**config.mk**
```make
export PLATFORM = sky130hd
export DESIGN_NAME = slotted_page_tuple_placer_core_flat
export DESIGN_NICKNAME = d
export VERILOG_FILES = /design/src/sptp_pkg.sv /design/src/sptp_if.sv /design/src/slotted_page_tuple_placer_core.sv /design/src/flat_wrapper.sv
export SDC_FILE = /design/constraint.sdc
export NUM_CORES = 1
export LEC_CHECK = 0
export BUFFER_PORTS_ARGS = -buffer_cell sky130_fd_sc_hd__buf_2
export CAP_MARGIN = 20
export CORE_MARGIN = 1.5
export CORE_UTILIZATION = 58
export DETAILED_ROUTE_END_ITERATION = 10
export HOLD_SLACK_MARGIN = 0.1
export PLACE_DENSITY = 0.8
export SLEW_MARGIN = 40
export SYNTH_ARGS = -nofsm -noshare
export SYNTH_HDL_FRONTEND = slang
export SYNTH_SLANG_ARGS = --single-unit
```
**constraint.sdc**
```tcl
create_clock -name i_clk -period 10.7 [get_ports i_clk]
set_input_delay 3.21 -clock i_clk [delete_from_list [all_inputs] [get_ports i_clk]]
set_output_delay 3.21 -clock i_clk [all_outputs]
set_load 0.05 [all_outputs]
```
**src/sptp_pkg.sv**
```systemverilog
// Slotted-page tuple placer: shared types, field widths and codes.
// No dependencies; used by the channel interfaces, the core and the testbench files.
`default_nettype none

package sptp_pkg;

    localparam int LEN_W  = 16;
    localparam int PAGE_W = 4;
    localparam int SLOT_W = 11;
    localparam int OFF_W  = 14;
    localparam int ADDR_W = 32;

    typedef enum logic [0:0] {
        CMD_APPEND  = 1'b0,
        CMD_RESTART = 1'b1
    } t_cmd;

    typedef enum logic [1:0] {
        STATUS_PLACED  = 2'd0,
        STATUS_FULL    = 2'd1,
        STATUS_TOO_BIG = 2'd2
    } t_status;

    typedef struct packed {
        t_cmd              command;
        logic [LEN_W-1:0]  tuple_length;
    } t_req;

    typedef struct packed {
        t_status           status;
        logic [PAGE_W-1:0] page_index;
        logic              new_page;
        logic [SLOT_W-1:0] slot_number;
        logic [OFF_W-1:0]  pointer_offset;
        logic [OFF_W-1:0]  tuple_offset;
        logic [ADDR_W-1:0] tuple_address;
        logic [OFF_W-1:0]  header_lower;
        logic [OFF_W-1:0]  header_upper;
    } t_rsp;

endpackage

`default_nettype wire

```
**src/sptp_if.sv**
```systemverilog
// Slotted-page tuple placer: valid/ready channels for request and result words.
// Depends on sptp_pkg for the payload types.
`default_nettype none

interface sptp_req_if;
    logic             valid;
    logic             ready;
    sptp_pkg::t_req   data;

    modport source (output valid, output data, input ready);
    modport sink   (input valid, input data, output ready);
endinterface

interface sptp_rsp_if;
    logic             valid;
    logic             ready;
    sptp_pkg::t_rsp   data;

    modport source (output valid, output data, input ready);
    modport sink   (input valid, input data, output ready);
endinterface

`default_nettype wire

```
**src/slotted_page_tuple_placer_core.sv**
```systemverilog
// Slotted-page tuple placer core: aligns each tuple, allocates a line pointer and
// tuple space in the current page, opens the next page when it is full.
// An accepted word is registered in the input stage, then its result word in the result stage that drives o_rsp.
// Throughput: one word per cycle while o_rsp takes results; a stalled result still lets one word enter.
// Reset (synchronous, active low): page 0 with empty pointers, base address 0,
// no pending words; page 0 is not flagged for clearing until a restart word.
`default_nettype none

module slotted_page_tuple_placer_core #(
    parameter int PAGE_BYTES   = 8192,
    parameter int HEADER_BYTES = 24,
    parameter int PAGE_COUNT   = 16,
    parameter int ALIGN_BYTES  = 8,
    parameter int SLOT_BYTES   = 4
) (
    input  wire                          i_clk,
    input  wire                          i_rst_n,
    input  wire                          i_cfg_we,
    input  wire [sptp_pkg::ADDR_W-1:0]   i_cfg_wdata,
    sptp_req_if.sink                     i_req,
    sptp_rsp_if.source                   o_rsp
);
    import sptp_pkg::*;

    localparam int PTR_W     = $clog2(PAGE_BYTES + 1);
    localparam int PG_W      = (PAGE_COUNT > 1) ? $clog2(PAGE_COUNT) : 1;
    localparam int SUM_W     = LEN_W + 1;
    localparam int NEED_W    = SUM_W + 1;
    localparam int SHIFT     = SUM_W + $clog2(ALIGN_BYTES);
    localparam int RECIP_W   = SHIFT + 1;
    localparam int PROD_W    = SUM_W + RECIP_W;
    localparam longint RECIP = ((64'd1 << SHIFT) + ALIGN_BYTES - 1) / ALIGN_BYTES;
    localparam int CAPACITY  = PAGE_BYTES - HEADER_BYTES;

    // input stage
    logic                 r_s1_vld;
    logic                 r_s1_restart;
    logic                 r_s1_big;
    logic [PTR_W-1:0]     r_s1_aligned;
    logic [PTR_W-1:0]     r_s1_need;

    // page state
    logic [ADDR_W-1:0]    r_base;
    logic [PG_W-1:0]      r_page;
    logic [ADDR_W-1:0]    r_page_off;
    logic [PTR_W-1:0]     r_lower;
    logic [PTR_W-1:0]     r_upper;
    logic [SLOT_W-1:0]    r_count;

    // result stage
    logic                 r_o_vld;
    t_rsp                 r_rsp;

    logic                 s2_go;
    logic                 s1_adv;

    logic [SUM_W-1:0]     len_sum;
    logic [PROD_W-1:0]    len_prod;
    logic [SUM_W-1:0]     len_quot;
    logic [SUM_W-1:0]     len_aligned;
    logic [NEED_W-1:0]    len_need;

    logic                 room_ok;
    logic                 last_page;
    logic [PG_W-1:0]      pl_page;
    logic [ADDR_W-1:0]    pl_off;
    logic [PTR_W-1:0]     pl_lower;
    logic [PTR_W-1:0]     pl_upper;
    logic [SLOT_W-1:0]    pl_count;
    logic [PTR_W-1:0]     new_lower;
    logic [PTR_W-1:0]     new_upper;

    logic [PG_W-1:0]      n_page;
    logic [ADDR_W-1:0]    n_page_off;
    logic [PTR_W-1:0]     n_lower;
    logic [PTR_W-1:0]     n_upper;
    logic [SLOT_W-1:0]    n_count;
    t_rsp                 n_rsp;

    assign s2_go       = r_s1_vld && (!r_o_vld || o_rsp.ready);
    assign s1_adv      = !r_s1_vld || s2_go;
    assign i_req.ready = s1_adv;
    assign o_rsp.valid = r_o_vld;
    assign o_rsp.data  = r_rsp;

    // round up to the alignment by reciprocal multiply
    assign len_sum     = SUM_W'(i_req.data.tuple_length) + SUM_W'(ALIGN_BYTES - 1);
    assign len_prod    = PROD_W'(len_sum) * PROD_W'(RECIP);
    assign len_quot    = SUM_W'(len_prod >> SHIFT);
    assign len_aligned = SUM_W'(len_quot * SUM_W'(ALIGN_BYTES));
    assign len_need    = NEED_W'(len_aligned) + NEED_W'(SLOT_BYTES);

    always_ff @(posedge i_clk) begin
        if (!i_rst_n) begin
            r_s1_vld <= 1'b0;
        end else if (s1_adv) begin
            r_s1_vld <= i_req.valid;
        end
    end

    always_ff @(posedge i_clk) begin
        if (s1_adv && i_req.valid) begin
            r_s1_restart <= (i_req.data.command == CMD_RESTART);
            r_s1_big     <= (i_req.data.command == CMD_APPEND) &&
                            (len_need > NEED_W'(CAPACITY));
            r_s1_aligned <= PTR_W'(len_aligned);
            r_s1_need    <= PTR_W'(len_need);
        end
    end

    // allocation
    assign room_ok   = (r_upper >= r_lower) && ((r_upper - r_lower) >= r_s1_need);
    assign last_page = (r_page >= PG_W'(PAGE_COUNT - 1));
    assign pl_page   = room_ok ? r_page  : r_page + PG_W'(1);
    assign pl_off    = room_ok ? r_page_off : r_page_off + ADDR_W'(PAGE_BYTES);
    assign pl_lower  = room_ok ? r_lower : PTR_W'(HEADER_BYTES);
    assign pl_upper  = room_ok ? r_upper : PTR_W'(PAGE_BYTES);
    assign pl_count  = room_ok ? r_count : '0;
    assign new_lower = pl_lower + PTR_W'(SLOT_BYTES);
    assign new_upper = pl_upper - r_s1_aligned;

    always_comb begin
        n_page     = r_page;
        n_page_off = r_page_off;
        n_lower    = r_lower;
        n_upper    = r_upper;
        n_count    = r_count;

        n_rsp                = '0;
        n_rsp.status         = STATUS_PLACED;
        n_rsp.page_index     = PAGE_W'({{PAGE_W{1'b0}}, r_page});
        n_rsp.header_lower   = OFF_W'({{OFF_W{1'b0}}, r_lower});
        n_rsp.header_upper   = OFF_W'({{OFF_W{1'b0}}, r_upper});

        if (r_s1_restart) begin
            n_page     = '0;
            n_page_off = '0;
            n_lower    = PTR_W'(HEADER_BYTES);
            n_upper    = PTR_W'(PAGE_BYTES);
            n_count    = '0;
            n_rsp.page_index    = '0;
            n_rsp.new_page      = 1'b1;
            n_rsp.tuple_address = r_base;
            n_rsp.header_lower  = OFF_W'({{OFF_W{1'b0}}, n_lower});
            n_rsp.header_upper  = OFF_W'({{OFF_W{1'b0}}, n_upper});
        end else if (r_s1_big) begin
            n_rsp.status = STATUS_TOO_BIG;
        end else if (!room_ok && last_page) begin
            n_rsp.status = STATUS_FULL;
        end else begin
            n_page     = pl_page;
            n_page_off = pl_off;
            n_lower    = new_lower;
            n_upper    = new_upper;
            n_count    = pl_count + SLOT_W'(1);
            n_rsp.page_index     = PAGE_W'({{PAGE_W{1'b0}}, pl_page});
            n_rsp.new_page       = !room_ok;
            n_rsp.slot_number    = pl_count;
            n_rsp.pointer_offset = OFF_W'({{OFF_W{1'b0}}, pl_lower});
            n_rsp.tuple_offset   = OFF_W'({{OFF_W{1'b0}}, new_upper});
            n_rsp.tuple_address  = r_base + pl_off + ADDR_W'(new_upper);
            n_rsp.header_lower   = OFF_W'({{OFF_W{1'b0}}, new_lower});
            n_rsp.header_upper   = OFF_W'({{OFF_W{1'b0}}, new_upper});
        end
    end

    always_ff @(posedge i_clk) begin
        if (!i_rst_n) begin
            r_base     <= '0;
            r_page     <= '0;
            r_page_off <= '0;
            r_lower    <= PTR_W'(HEADER_BYTES);
            r_upper    <= PTR_W'(PAGE_BYTES);
            r_count    <= '0;
            r_o_vld    <= 1'b0;
        end else begin
            if (i_cfg_we) begin
                r_base <= i_cfg_wdata;
            end
            if (s2_go) begin
                r_page     <= n_page;
                r_page_off <= n_page_off;
                r_lower    <= n_lower;
                r_upper    <= n_upper;
                r_count    <= n_count;
                r_o_vld    <= 1'b1;
            end else if (o_rsp.ready) begin
                r_o_vld <= 1'b0;
            end
        end
    end

    always_ff @(posedge i_clk) begin
        if (s2_go) begin
            r_rsp <= n_rsp;
        end
    end

endmodule

`default_nettype wire

```
**src/flat_wrapper.sv**
```systemverilog
// flat-port wrapper written by rule: the top's interface ports become plain ports
module slotted_page_tuple_placer_core_flat import sptp_pkg::*;
#(
    parameter int PAGE_BYTES   = 8192,
    parameter int HEADER_BYTES = 24,
    parameter int PAGE_COUNT   = 16,
    parameter int ALIGN_BYTES  = 8,
    parameter int SLOT_BYTES   = 4
)
  (i_clk, i_rst_n, i_cfg_we, i_cfg_wdata, i_req_valid, i_req_data, i_req_ready, o_rsp_valid, o_rsp_data, o_rsp_ready);
  sptp_req_if i_req_i ();
  sptp_rsp_if o_rsp_i ();
  input  wire i_clk;
  input  wire i_rst_n;
  input  wire i_cfg_we;
  input  wire [sptp_pkg::ADDR_W-1:0] i_cfg_wdata;
  input wire logic [$bits(i_req_i.valid)-1:0] i_req_valid;
  input wire logic [$bits(i_req_i.data)-1:0] i_req_data;
  output wire logic [$bits(i_req_i.ready)-1:0] i_req_ready;
  output wire logic [$bits(o_rsp_i.valid)-1:0] o_rsp_valid;
  output wire logic [$bits(o_rsp_i.data)-1:0] o_rsp_data;
  input wire logic [$bits(o_rsp_i.ready)-1:0] o_rsp_ready;
  assign i_req_i.valid = i_req_valid;
  assign i_req_i.data = i_req_data;
  assign i_req_ready = i_req_i.ready;
  assign o_rsp_valid = o_rsp_i.valid;
  assign o_rsp_data = o_rsp_i.data;
  assign o_rsp_i.ready = o_rsp_ready;
  slotted_page_tuple_placer_core #(.PAGE_BYTES(PAGE_BYTES), .HEADER_BYTES(HEADER_BYTES), .PAGE_COUNT(PAGE_COUNT), .ALIGN_BYTES(ALIGN_BYTES), .SLOT_BYTES(SLOT_BYTES)) u_core (.i_clk(i_clk), .i_rst_n(i_rst_n), .i_cfg_we(i_cfg_we), .i_cfg_wdata(i_cfg_wdata), .i_req(i_req_i), .o_rsp(o_rsp_i));
endmodule
```
# --- After elaboration in Yosys (flattened, before gate mapping) ---
# Index checks and enable logic that the tools add are counted.
classes:
  add_sub_neg: 10
  n_lt_le_gt_ge: 4
  n_eq_ne: 2
  mux: 27
  bitwise: 1
  reduce_logical: 14
ops:
  columns: ["operator", "n"]
  rows:
  - ["2-to-1 mux 104 bit", 2]
  - ["2-to-1 mux 32 bit", 4]
  - ["2-to-1 mux 14 bit", 8]
  - ["2-to-1 mux 60 bit", 1]
  - ["2-to-1 mux 11 bit", 4]
  - ["adder 32 x 14 -> 32 bit", 1]
  - ["adder 32 x 14 -> 32 bit (second input constant)", 1]
  - ["adder 32 bit", 1]
  - ["greater-or-equal comparator 14 bit", 2]
  - ["subtractor 14 bit", 2]
  - ["adder 17 x 3 -> 18 bit (second input constant)", 1]
  - ["greater-than comparator 18 x 13 -> 1 bit (second input constant)", 1]
  - ["adder 16 x 3 -> 17 bit (second input constant)", 1]
  - ["2-to-1 mux 4 bit", 4]
  - ["adder 14 x 3 -> 14 bit (second input constant)", 1]
  - ["adder 11 x 1 -> 11 bit (second input constant)", 1]
  - ["logical AND 1 bit", 5]
  - ["adder 4 x 1 -> 4 bit (second input constant)", 1]
  - ["greater-or-equal comparator 4 bit (second input constant)", 1]
  - ["!= test 2 x 1 -> 1 bit (second input constant)", 2]
  - ["logical NOT 1 bit", 3]
  - ["2-to-1 mux 1 bit", 3]
  - ["AND reduction 3 bit", 1]
  - ["OR reduction 3 bit", 1]
  - ["other kinds (5)", 6]
word_totals:
  register_bits: 242
  input_bits: 54
  out_inout_bits: 108
  elab_cells: 80

# --- Logic depth before layout (Yosys ltp) ---
# Gate-level depths: netlist of run 1.
logic_depth:
  depth_word: 9
  depth_mapped: 43
  ltp_nobuf: 40

# --- Least setup slack after synthesis of run 1 ---
# Ideal clock, no wire load.
synth_path:
  path_type: "reg2reg"
  from: "register u_core.r_lower[6]"
  to: "register u_core.r_rsp (netlist bit u_core.o_rsp.data[57]), data pin"
  arrival_ns: 8.406
  required_ns: 10.565
  setup_slack_ns: 2.159
  stages_incl_launch_ff: 41
  path_buffers: 3
  cell_sequence: "dfxtp_1 inv_1 ha_1 or4_1 o22ai_2 o21bai_1 and2_1 o21a_1 o41a_1 a21oi_1 xnor2_1 ha_1 nand2_1 nor2_1 nand3_1 o211ai_1 o21a_1 buf_2 [5 not listed] a21oi_1 o21ai_0 o41ai_1 o21ai_0 xnor2_1 xnor2_1 fa_1 inv_1 ha_1 and4_1 nand3_1 a211oi_1 o21ai_1 o31ai_2 a221o_1 a21oi_1 or4_1 nand3_1"
synth_rtl:
  columns: ["item", "line", "rtl"]
  rows:
  - ["start: declaration", "slotted_page_tuple_placer_core.sv:46", "logic [PTR_W-1:0] r_lower;"]
  - ["start signal: assignment", "slotted_page_tuple_placer_core.sv:172", "r_lower <= PTR_W'(HEADER_BYTES);"]
  - ["start signal: assignment", "slotted_page_tuple_placer_core.sv:183", "r_lower <= n_lower;"]
  - ["end signal: assignment", "slotted_page_tuple_placer_core.sv:195", "r_rsp <= n_rsp;"]
  - ["end: declaration", "slotted_page_tuple_placer_core.sv:52", "t_rsp r_rsp;"]

==> results.yml, run 1 <==
outcome:
  status: "finished, final reports clean"
timing:
  drv_slew: 0
  fin_ws_ns: 1.26
  tns_ns: 0
  finalSetupViolCount: 0
  max_freq_ghz: 0.106
  rsz0062_at_grt: "no"
  worst_slew_pin_slew_ns: 0.783
  period_minus_slack_ns: 9.44
  hold_viol: 0
  max-slew-margin-rel: 0.478
  post-route-period-util: 0.883
  skew_ns: 0.0266
critical_path:
  crit_top_cell: "ha_1"
  cp.required_ns: 11.08
  path_buf_inv: 2
  crit_path_end_kind: "register"
  cp_top_family: "compound AO/OA/AOI/OAI gates"
  critical_path.slowest_cell: "or4_1"
  critPathKind: "register to register"
  worstSetupStartpointType: "register"
  slowest_delay_ns: 0.55
  cp_max_fo: 16
  cp.arrival_ns: 9.82
grt:
  grt_util_met3: 0.0439
  grt_pass1_vias: 9493
  grt_max_degree: 76
  antenna_found_initial: 0
  use_met2: 0.450
  grt_pass1_wl_mm: 49.2
  track_usage: 0.281
  grt_overflow: 0
  gr-usage-met1: 0.387
  busiest_layer: "met2"
floorplan:
  dieArea_sq_um: 22100
  io_pins: 162
  fp-row-count: 53
  core_sq_um: 20900
  die_h_microns: 149
  start_util: 0.588
  die_x_microns: 149
synth:
  syn_avg_cell_area_sq_um: 9.74
  synthTopCellsByCount: "144 x nor2_1, 119 x edfxtp_1, 108 x ha_1, 96 x dfxtp_1, 96 x nand2_1"
  synth_seq_cells: 215
  yosysSeqAreaShare: 0.447
  synth_nets: 1427
  synth_flop_cell: "edfxtp_1"
  ys_warn_count: 0
  synth_top_area_frac: 0.291
  synth_area_leader_cell: "edfxtp_1"
  synth.area.top_cells: "edfxtp_1 29%, dfxtp_1 16%, ha_1 11%"
  synthesis.instances: 1262
  synth_edf_count: 119
  yosysMostFrequentCell: "nor2_1"
  synthDistinctLibCells: 75
  synth-async-reset-ratio: 0
  syn-cell-area_sq_um: 12300
placement:
  numPortBuffers: 161
  dp_hpwl_mm: 22.1
  place_ws_ns: 1.51
  gp_congestion: 0.966
clock_network:
  clk_pin_slew_worst_paths_ns: 0.06
  insertion_delay_ns: 0.54
  numClockSinks: 215
  cts_buffers: 23
  cts_max_path_buffers: 3
  ctsResizeCount: 0
  cts_tree: "built"
  clockRootBuffer: "clkbuf_16"
  cts_hold_buf: 0
  cts_max_level: 1
  cts_setup_buffers: 0
cells_and_area:
  fillerInstances: 1660
  syn2layout_area_growth_pct: 14.6
  layout.nets: 1573
  drive_gt1_frac: 0.156
  antenna_cells: 0
detailed_routing:
  dr.pass1.iters: 5
  ant_nets: 0
  wirelength_mm: 31.5
  routed_via_density: 5.99
  wl_per_cell_microns: 18.5
  drc: 0
  first_iter_violations: 600
  vias: 10185
job:
  drv_cap: 0
power:
  finalPower_w: 0.00210
  pwr_density_cell_nw_per_um2: 149
  peakVddDrop_mv: 0.0999
  p_leak_nw: 6.09
worst_hold_path:
  hp-class: "register to register"
[kinds of logic after synthesis]
group,after synthesis,share of synthesized area
simple gates,432,0.170
buf+inv,105,0.0337
compound gates,292,0.155
flops,215,0.447
xor+xnor,71,0.0506
fa+ha+maj,111,0.115
mux,36,0.0293
[worst paths after layout]
path	from	to	slack [ns]	cells past startpoint
setup / recovery	u_core.r_lower[6]	u_core.o_rsp.data[57]	1.26	37
setup reg to reg	u_core.r_lower[6]	u_core.o_rsp.data[57]	1.26	37
hold reg to reg	u_core.r_count[10]	u_core.r_count[10]	0.46	1
hold / removal	u_core.r_count[10]	u_core.r_count[10]	0.46	1
[through the flow]
| step | utilization | cells | hold WS (ns) | instance area, sq um |
|---|---|---|---|---|
| finish | 0.674 | 1700 | 0.456 | 14100 |
| global route | 0.674 | 1700 | 0.493 | 14100 |
| CTS | 0.674 | 1699 | 0.451 | 14100 |
| detailed placement | 0.638 | 1657 | 0.433 | 13300 |
| global placement | 0.637 | 1657 | 0.432 | 13300 |
| floorplan | - | 1262 | 0.414 | 12300 |
[flip-flops by register name, indices dropped and copies added (netlist names)]
signal	count
u_core.r_lower	14
u_core.r_s1_vld	1
u_core.o_rsp.valid	1
u_core.r_page_off	19
u_core.r_base	32
u_core.r_s1_big	1
u_core.r_s1_restart	1
u_core.o_rsp.data	106
u_core.r_s1_need	11
u_core.r_upper	14
u_core.r_count	11
u_core.r_page	4
[routing by layer]
layer  share of wire  wire length, microns  vias up
met4           0.034                  1070        0
li1                -                     -     4890
met2            0.46                 14300      424
met1            0.43                 13700     4796
met5               0                     0        -
met3           0.076                  2390       75
[power by group]
group          internal (W)  switching [W]
combinational      0.000113       0.000265
sequential         0.000910      0.0000197
clock              0.000458       0.000336
total               0.00148       0.000620
[layout make-up]
class                   count  area [sq um]  area share
clock buffers              33           623      0.0442
clock inverters             9           118     0.00835
inverters                  55           209      0.0148
multi-input cells         942          6400       0.455
flip-flops and latches    215          5500       0.390
well taps                 275           344      0.0244
repair buffers            171           895      0.0635
[cells in the final DEF, fill, tap and decap left out, drive strengths merged, types with 5 or more instances in the layout]
cell    netlist  layout
nor3         24      24
a21o         24      24
dfxtp        96      96
nand2b        5       5
edfxtp      119     119
o21a          8       8
clkinv        1       6
nor2b         8       8
inv          54      55
xnor2        48      48
o22ai         5       5
xor2         23      23
a22o          6       6
o211ai        9       9
a31oi        11      11
nand3        40      40
o21bai        5       5
and2         21      21
nor3b         7       7
a311oi       13      13
nor4          5       5
clkbuf       35      33
a21oi        71      71
a22oi        14      14
nand2        97      97
nor2        146     146
o21ai        83      83
a211oi        6       6
nand4        14      14
mux2i        36      36
ha          108     108
and3         49      49
buf          15     171
No activity file was read; power rests on OpenSTA's default activity.
==> inputs of run 2 (changes only) <==
--- a/config.mk
+++ b/config.mk
@@ -7,11 +7,11 @@
 export LEC_CHECK = 0
 export BUFFER_PORTS_ARGS = -buffer_cell sky130_fd_sc_hd__buf_2
 export CAP_MARGIN = 20
-export CORE_MARGIN = 1.5
 export CORE_UTILIZATION = 58
 export DETAILED_ROUTE_END_ITERATION = 10
 export HOLD_SLACK_MARGIN = 0.1
-export PLACE_DENSITY = 0.8
+export MAX_ROUTING_LAYER = met4
+export PLACE_DENSITY = 0.79
 export SLEW_MARGIN = 40
 export SYNTH_ARGS = -nofsm -noshare
 export SYNTH_HDL_FRONTEND = slang
==> run 2 against run 1 <==
Critical endpoint unchanged. Clock power grew 10%. Register-to-register slack gained 0.31 ns. Power grew 3.9%. Cell count down 0.12%. Largest cell class unchanged. Setup slack gained 0.31 ns. Highest routed layer unchanged. Non-clock buffer count increased by 1. Flip-flop and latch count is the same.
==> results.yml, run 2 (synthesized netlist as in run 1, its figures left out) <==
outcome:
  status: "finished, final reports clean"
placement:
  dp_hpwl_mm: 22.7
  gp_congestion: 0.918
  numPortBuffers: 161
  dpl_cell_area_sq_um: 13300
  placed_cells: 1654
timing:
  worst_slew_pin_slew_ns: 0.816
  max_freq_ghz: 0.110
  post-route-period-util: 0.853
  max-slew-margin-rel: 0.456
  tns_ns: 0
  hold_viol: 0
  rsz0062_at_grt: "no"
  period_minus_slack_ns: 9.13
  skew_ns: 0.0229
  drv_slew: 0
  finalSetupViolCount: 0
worst_hold_path:
  hp-class: "register to register"
critical_path:
  cp.required_ns: 11.10
  critPathLaunch: "u_core.r_lower[6]"
  critical_path.slowest_cell: "or4_1"
  critPathKind: "register to register"
  slowest_delay_ns: 0.54
  crit_end: "u_core.o_rsp.data[57]"
  crit_path_end_kind: "register"
  reg2regPathDepth: 38
  cp_max_fo: 9
  r2r_end: "u_core.o_rsp.data[57]"
  worstSetupStartpointType: "register"
  r2r_start: "u_core.r_lower[6]"
  reg2reg_slack_ns: 1.57
  cp.arrival_ns: 9.53
power:
  p_leak_nw: 6.16
  pwr_density_cell_nw_per_um2: 154
  peakVddDrop_mv: 0.122
detailed_routing:
  wirelength_mm: 31.9
  wl_per_cell_microns: 18.8
  vias: 10267
  routed_via_density: 6.05
  first_iter_violations: 824
  dr.pass1.iters: 5
  ant_nets: 0
  drc: 0
clock_network:
  ctsResizeCount: 0
  cts_tree: "built"
  cts_hold_buf: 0
  insertion_delay_ns: 0.54
  numClockSinks: 215
  clk_pin_slew_worst_paths_ns: 0.06
  cts_buffers: 24
  cts_max_level: 1
  cts_max_path_buffers: 3
  clockRootBuffer: "clkbuf_16"
  cts_setup_buffers: 0
cells_and_area:
  drive_gt1_frac: 0.161
  layout.nets: 1575
  stdcell_area_sq_um: 14200
  fillerInstances: 1589
  stdcell_count: 1698
  final_cell_mix: "160 x buf_2, 142 x nor2_1, 119 x edfxtp_1, 108 x ha_1"
  largest_register_ffs: 106
  syn2layout_area_growth_pct: 15.4
  layout_commonest_cell: "buf_2"
  antenna_cells: 0
floorplan:
  dieArea_sq_um: 21800
  start_util: 0.600
  fp-row-count: 52
  io_pins: 162
  core_sq_um: 20500
  die_h_microns: 148
  die_x_microns: 148
grt:
  grt_pass1_vias: 9384
  grt_pass1_wl_mm: 50.2
  antenna_found_initial: 0
  track_usage: 0.299
  grt_max_degree: 74
  grt_overflow: 0
job:
  drv_cap: 0
[run 2: routing by layer]
| metal | part of all wire | vias up | routed length [microns] | global-route usage |
|---|---|---|---|---|
| li1 | - | 4891 | - | - |
| met1 | 0.44 | 4900 | 14100 | 0.416 |
| met2 | 0.46 | 426 | 14700 | 0.465 |
| met3 | 0.073 | 50 | 2310 | 0.0392 |
| met4 | 0.023 | 0 | 730 | 0.0711 |
| met5 | 0 | - | 0 | - |
[run 2: final cells by class]
| cell class | count | area, sq um | area share |
|---|---|---|---|
| inverters | 55 | 210 | 0.0148 |
| clock buffers | 27 | 612 | 0.0431 |
| multi-input cells | 942 | 6400 | 0.451 |
| flip-flops and latches | 215 | 5500 | 0.387 |
| clock inverters | 17 | 236 | 0.0167 |
| repair buffers | 172 | 902 | 0.0636 |
| well taps | 270 | 338 | 0.0238 |
[run 2: metrics by stage]
stage / power [W] / worst slack [ns] / hold slack, ns / utilization
finish: 0.00218 / 1.57 / 0.450 / 0.692
global route: 0.00226 / 0.791 / 0.471 / 0.692
CTS: 0.00219 / 1.61 / 0.443 / 0.692
detailed placement: 0.00132 / 1.69 / 0.436 / 0.651
global placement: 0.00131 / 1.95 / 0.428 / 0.650
floorplan: 0.00122 / 2.16 / 0.414 / -
[run 2: worst min path at each step]
stage | start | endpoint | cells after the start
after global placement | u_core.r_count[10] | u_core.r_count[10] | 1
after detailed placement | u_core.r_count[10] | u_core.r_count[10] | 1
after global routing | u_core.r_count[10] | u_core.r_count[10] | 1
final | u_core.r_count[10] | u_core.r_count[10] | 1
after floorplan | u_core.r_count[10] | u_core.r_count[10] | 1
after CTS | u_core.r_count[10] | u_core.r_count[10] | 1
[run 2: worst max-delay path: cells and delay by family (launching register included)]
family	cells	cell delay, ns
compound gates	19	4.19
fa+ha+maj	6	1.90
simple gates	7	1.63
xor+xnor	3	0.63
flops	1	0.40
buf+inv	3	0.22
[run 2: report_power, final]
part           switching [W]  internal, W
Sequential         0.0000197     0.000911
Clock               0.000339     0.000536
Combinational       0.000265     0.000113
Total               0.000624      0.00156
==> inputs of run 3 (changes only) <==
--- a/config.mk
+++ b/config.mk
@@ -8,6 +8,7 @@
 export BUFFER_PORTS_ARGS = -buffer_cell sky130_fd_sc_hd__buf_2
 export CAP_MARGIN = 20
 export CORE_UTILIZATION = 58
+export CTS_BUF_LIST = sky130_fd_sc_hd__clkbuf_16
 export DETAILED_ROUTE_END_ITERATION = 10
 export HOLD_SLACK_MARGIN = 0.1
 export MAX_ROUTING_LAYER = met4
==> run 3 against run 2 <==
Worst hold slack improved by 0.0036 ns. Power is essentially flat. Cell count stayed put. Setup slack lost 0.015 ns. Non-clock buffer count unchanged. Flip-flop and latch count stayed put. Clock skew rose by 0.00062 ns. Final area did not move. Via count barely moved. Count of clock-buffer cells in the layout shrank 3. Sequential share of layout area unchanged.
==> results.yml, run 3 (synthesized netlist as in run 1, its figures left out) <==
critical_path:
  cp.arrival_ns: 9.55
  critical_path.slowest_cell: "or4_1"
  cp.required_ns: 11.10
  reg2reg_slack_ns: 1.56
  path_buf_inv: 3
  cp_max_fo: 9
  crit_path_end_kind: "register"
  r2r_start: "u_core.r_lower[6]"
  reg2regPathDepth: 38
  cp_top_family: "compound AO/OA/AOI/OAI gates"
  r2r_end: "u_core.o_rsp.data[57]"
  slowest_delay_ns: 0.54
  critPathKind: "register to register"
  worstSetupStartpointType: "register"
power:
  p_comb_frac: 0.174
  peakVddDrop_mv: 0.122
  p_seq_frac: 0.426
  netSwitchingPower_w: 0.000625
  intPower_w: 0.00156
  power.share.switching: 0.286
  pwr-share-clk: 0.400
  pwr_density_cell_nw_per_um2: 154
  p_leak_nw: 6.17
grt:
  antenna_found_initial: 0
  grt_pass1_wl_mm: 50.2
  track_usage: 0.299
  grt_overflow: 0
  grt_pass1_vias: 9384
  grt_max_degree: 74
timing:
  max_freq_ghz: 0.109
  fin_ws_ns: 1.56
  tns_ns: 0
  drv_slew: 0
  skew_ns: 0.0236
  rsz0062_at_grt: "no"
  max-slew-margin-rel: 0.455
  finalSetupViolCount: 0
  worst_slew_pin_slew_ns: 0.817
  period_minus_slack_ns: 9.14
  hold_viol: 0
  post-route-period-util: 0.855
floorplan:
  core_sq_um: 20500
  dieArea_sq_um: 21800
  io_pins: 162
  start_util: 0.600
  die_h_microns: 148
  fp-row-count: 52
  die_x_microns: 148
cells_and_area:
  layout.nets: 1575
  final_cell_mix: "160 x buf_2, 142 x nor2_1, 119 x edfxtp_1, 108 x ha_1"
  layout_commonest_cell: "buf_2"
  drive_gt1_frac: 0.161
  antenna_cells: 0
  largest_register_ffs: 106
  syn2layout_area_growth_pct: 15.4
  stdcell_count: 1698
detailed_routing:
  vias: 10271
  dr.pass1.iters: 7
  routed_via_density: 6.05
  first_iter_violations: 826
  wl_per_cell_microns: 18.8
  drc: 0
  wirelength_mm: 31.9
  ant_nets: 0
clock_network:
  cts_tree: "built"
  cts_buffers: 24
  cts_max_level: 1
  insertion_delay_ns: 0.54
  numClockSinks: 215
  clk_pin_slew_worst_paths_ns: 0.06
  clockRootBuffer: "clkbuf_16"
  cts_max_path_buffers: 3
  ctsResizeCount: 0
  cts_setup_buffers: 0
  cts_hold_buf: 0
worst_hold_path:
  hold_end: "u_core.r_count[10]"
  min_from: "u_core.r_count[10]"
  whs_path_depth: 1
  hp-class: "register to register"
placement:
  gp_congestion: 0.918
  dp_hpwl_mm: 22.7
  placed_cells: 1654
  numPortBuffers: 161
  place_ws_ns: 1.69
job:
  drv_cap: 0
outcome:
  status: "finished, final reports clean"
run 3: stage by stage:
stage | power (W) | hold slack, ns | area, sq um | util
after floorplan | 0.00122 | 0.414 | 12300 | -
after global placement | 0.00131 | 0.428 | 13300 | 0.650
after detailed placement | 0.00132 | 0.436 | 13300 | 0.651
after global routing | 0.00226 | 0.471 | 14200 | 0.692
final | 0.00218 | 0.454 | 14200 | 0.692
after CTS | 0.00219 | 0.443 | 14200 | 0.692
run 3: area by class of cell:
type,instances,area [sq um]
multi-input combinational,942,6400
fill,1589,6300
sequential,215,5500
timing repair buffer,172,902
clock buffer,24,601
tap,270,338
clock inverter,20,248
inverter,55,210
run 3: worst max-delay path by stage:
stage          cells past startpoint              start               endpoint
2_1_floorplan                     40  u_core.r_lower[6]  u_core.o_rsp.data[57]
3_3_place_gp                      38  u_core.r_lower[6]  u_core.o_rsp.data[57]
3_5_place_dp                      38  u_core.r_lower[6]  u_core.o_rsp.data[57]
4_1_cts                           38  u_core.r_lower[6]  u_core.o_rsp.data[57]
5_1_grt                           37  u_core.r_lower[6]  u_core.o_rsp.data[57]
6_report                          38  u_core.r_lower[6]  u_core.o_rsp.data[57]
run 3: power by group through the flow:
stage               Sequential [W]  Combinational, W  Clock [W]
floorplan                  0.00102          0.000205          0
global placement          0.000947          0.000364          0
detailed placement        0.000948          0.000373          0
CTS                       0.000930          0.000377   0.000882
global route              0.000933          0.000411   0.000914
finish                    0.000930          0.000379   0.000872
run 3: layer usage:
| layer | GRT usage | vias to the layer above | part of all wire |
|---|---|---|---|
| met5 | - | - | 0 |
| met1 | 0.416 | 4901 | 0.44 |
| met3 | 0.0392 | 50 | 0.072 |
| met2 | 0.465 | 433 | 0.46 |
| li1 | - | 4887 | - |
| met4 | 0.0711 | 0 | 0.022 |
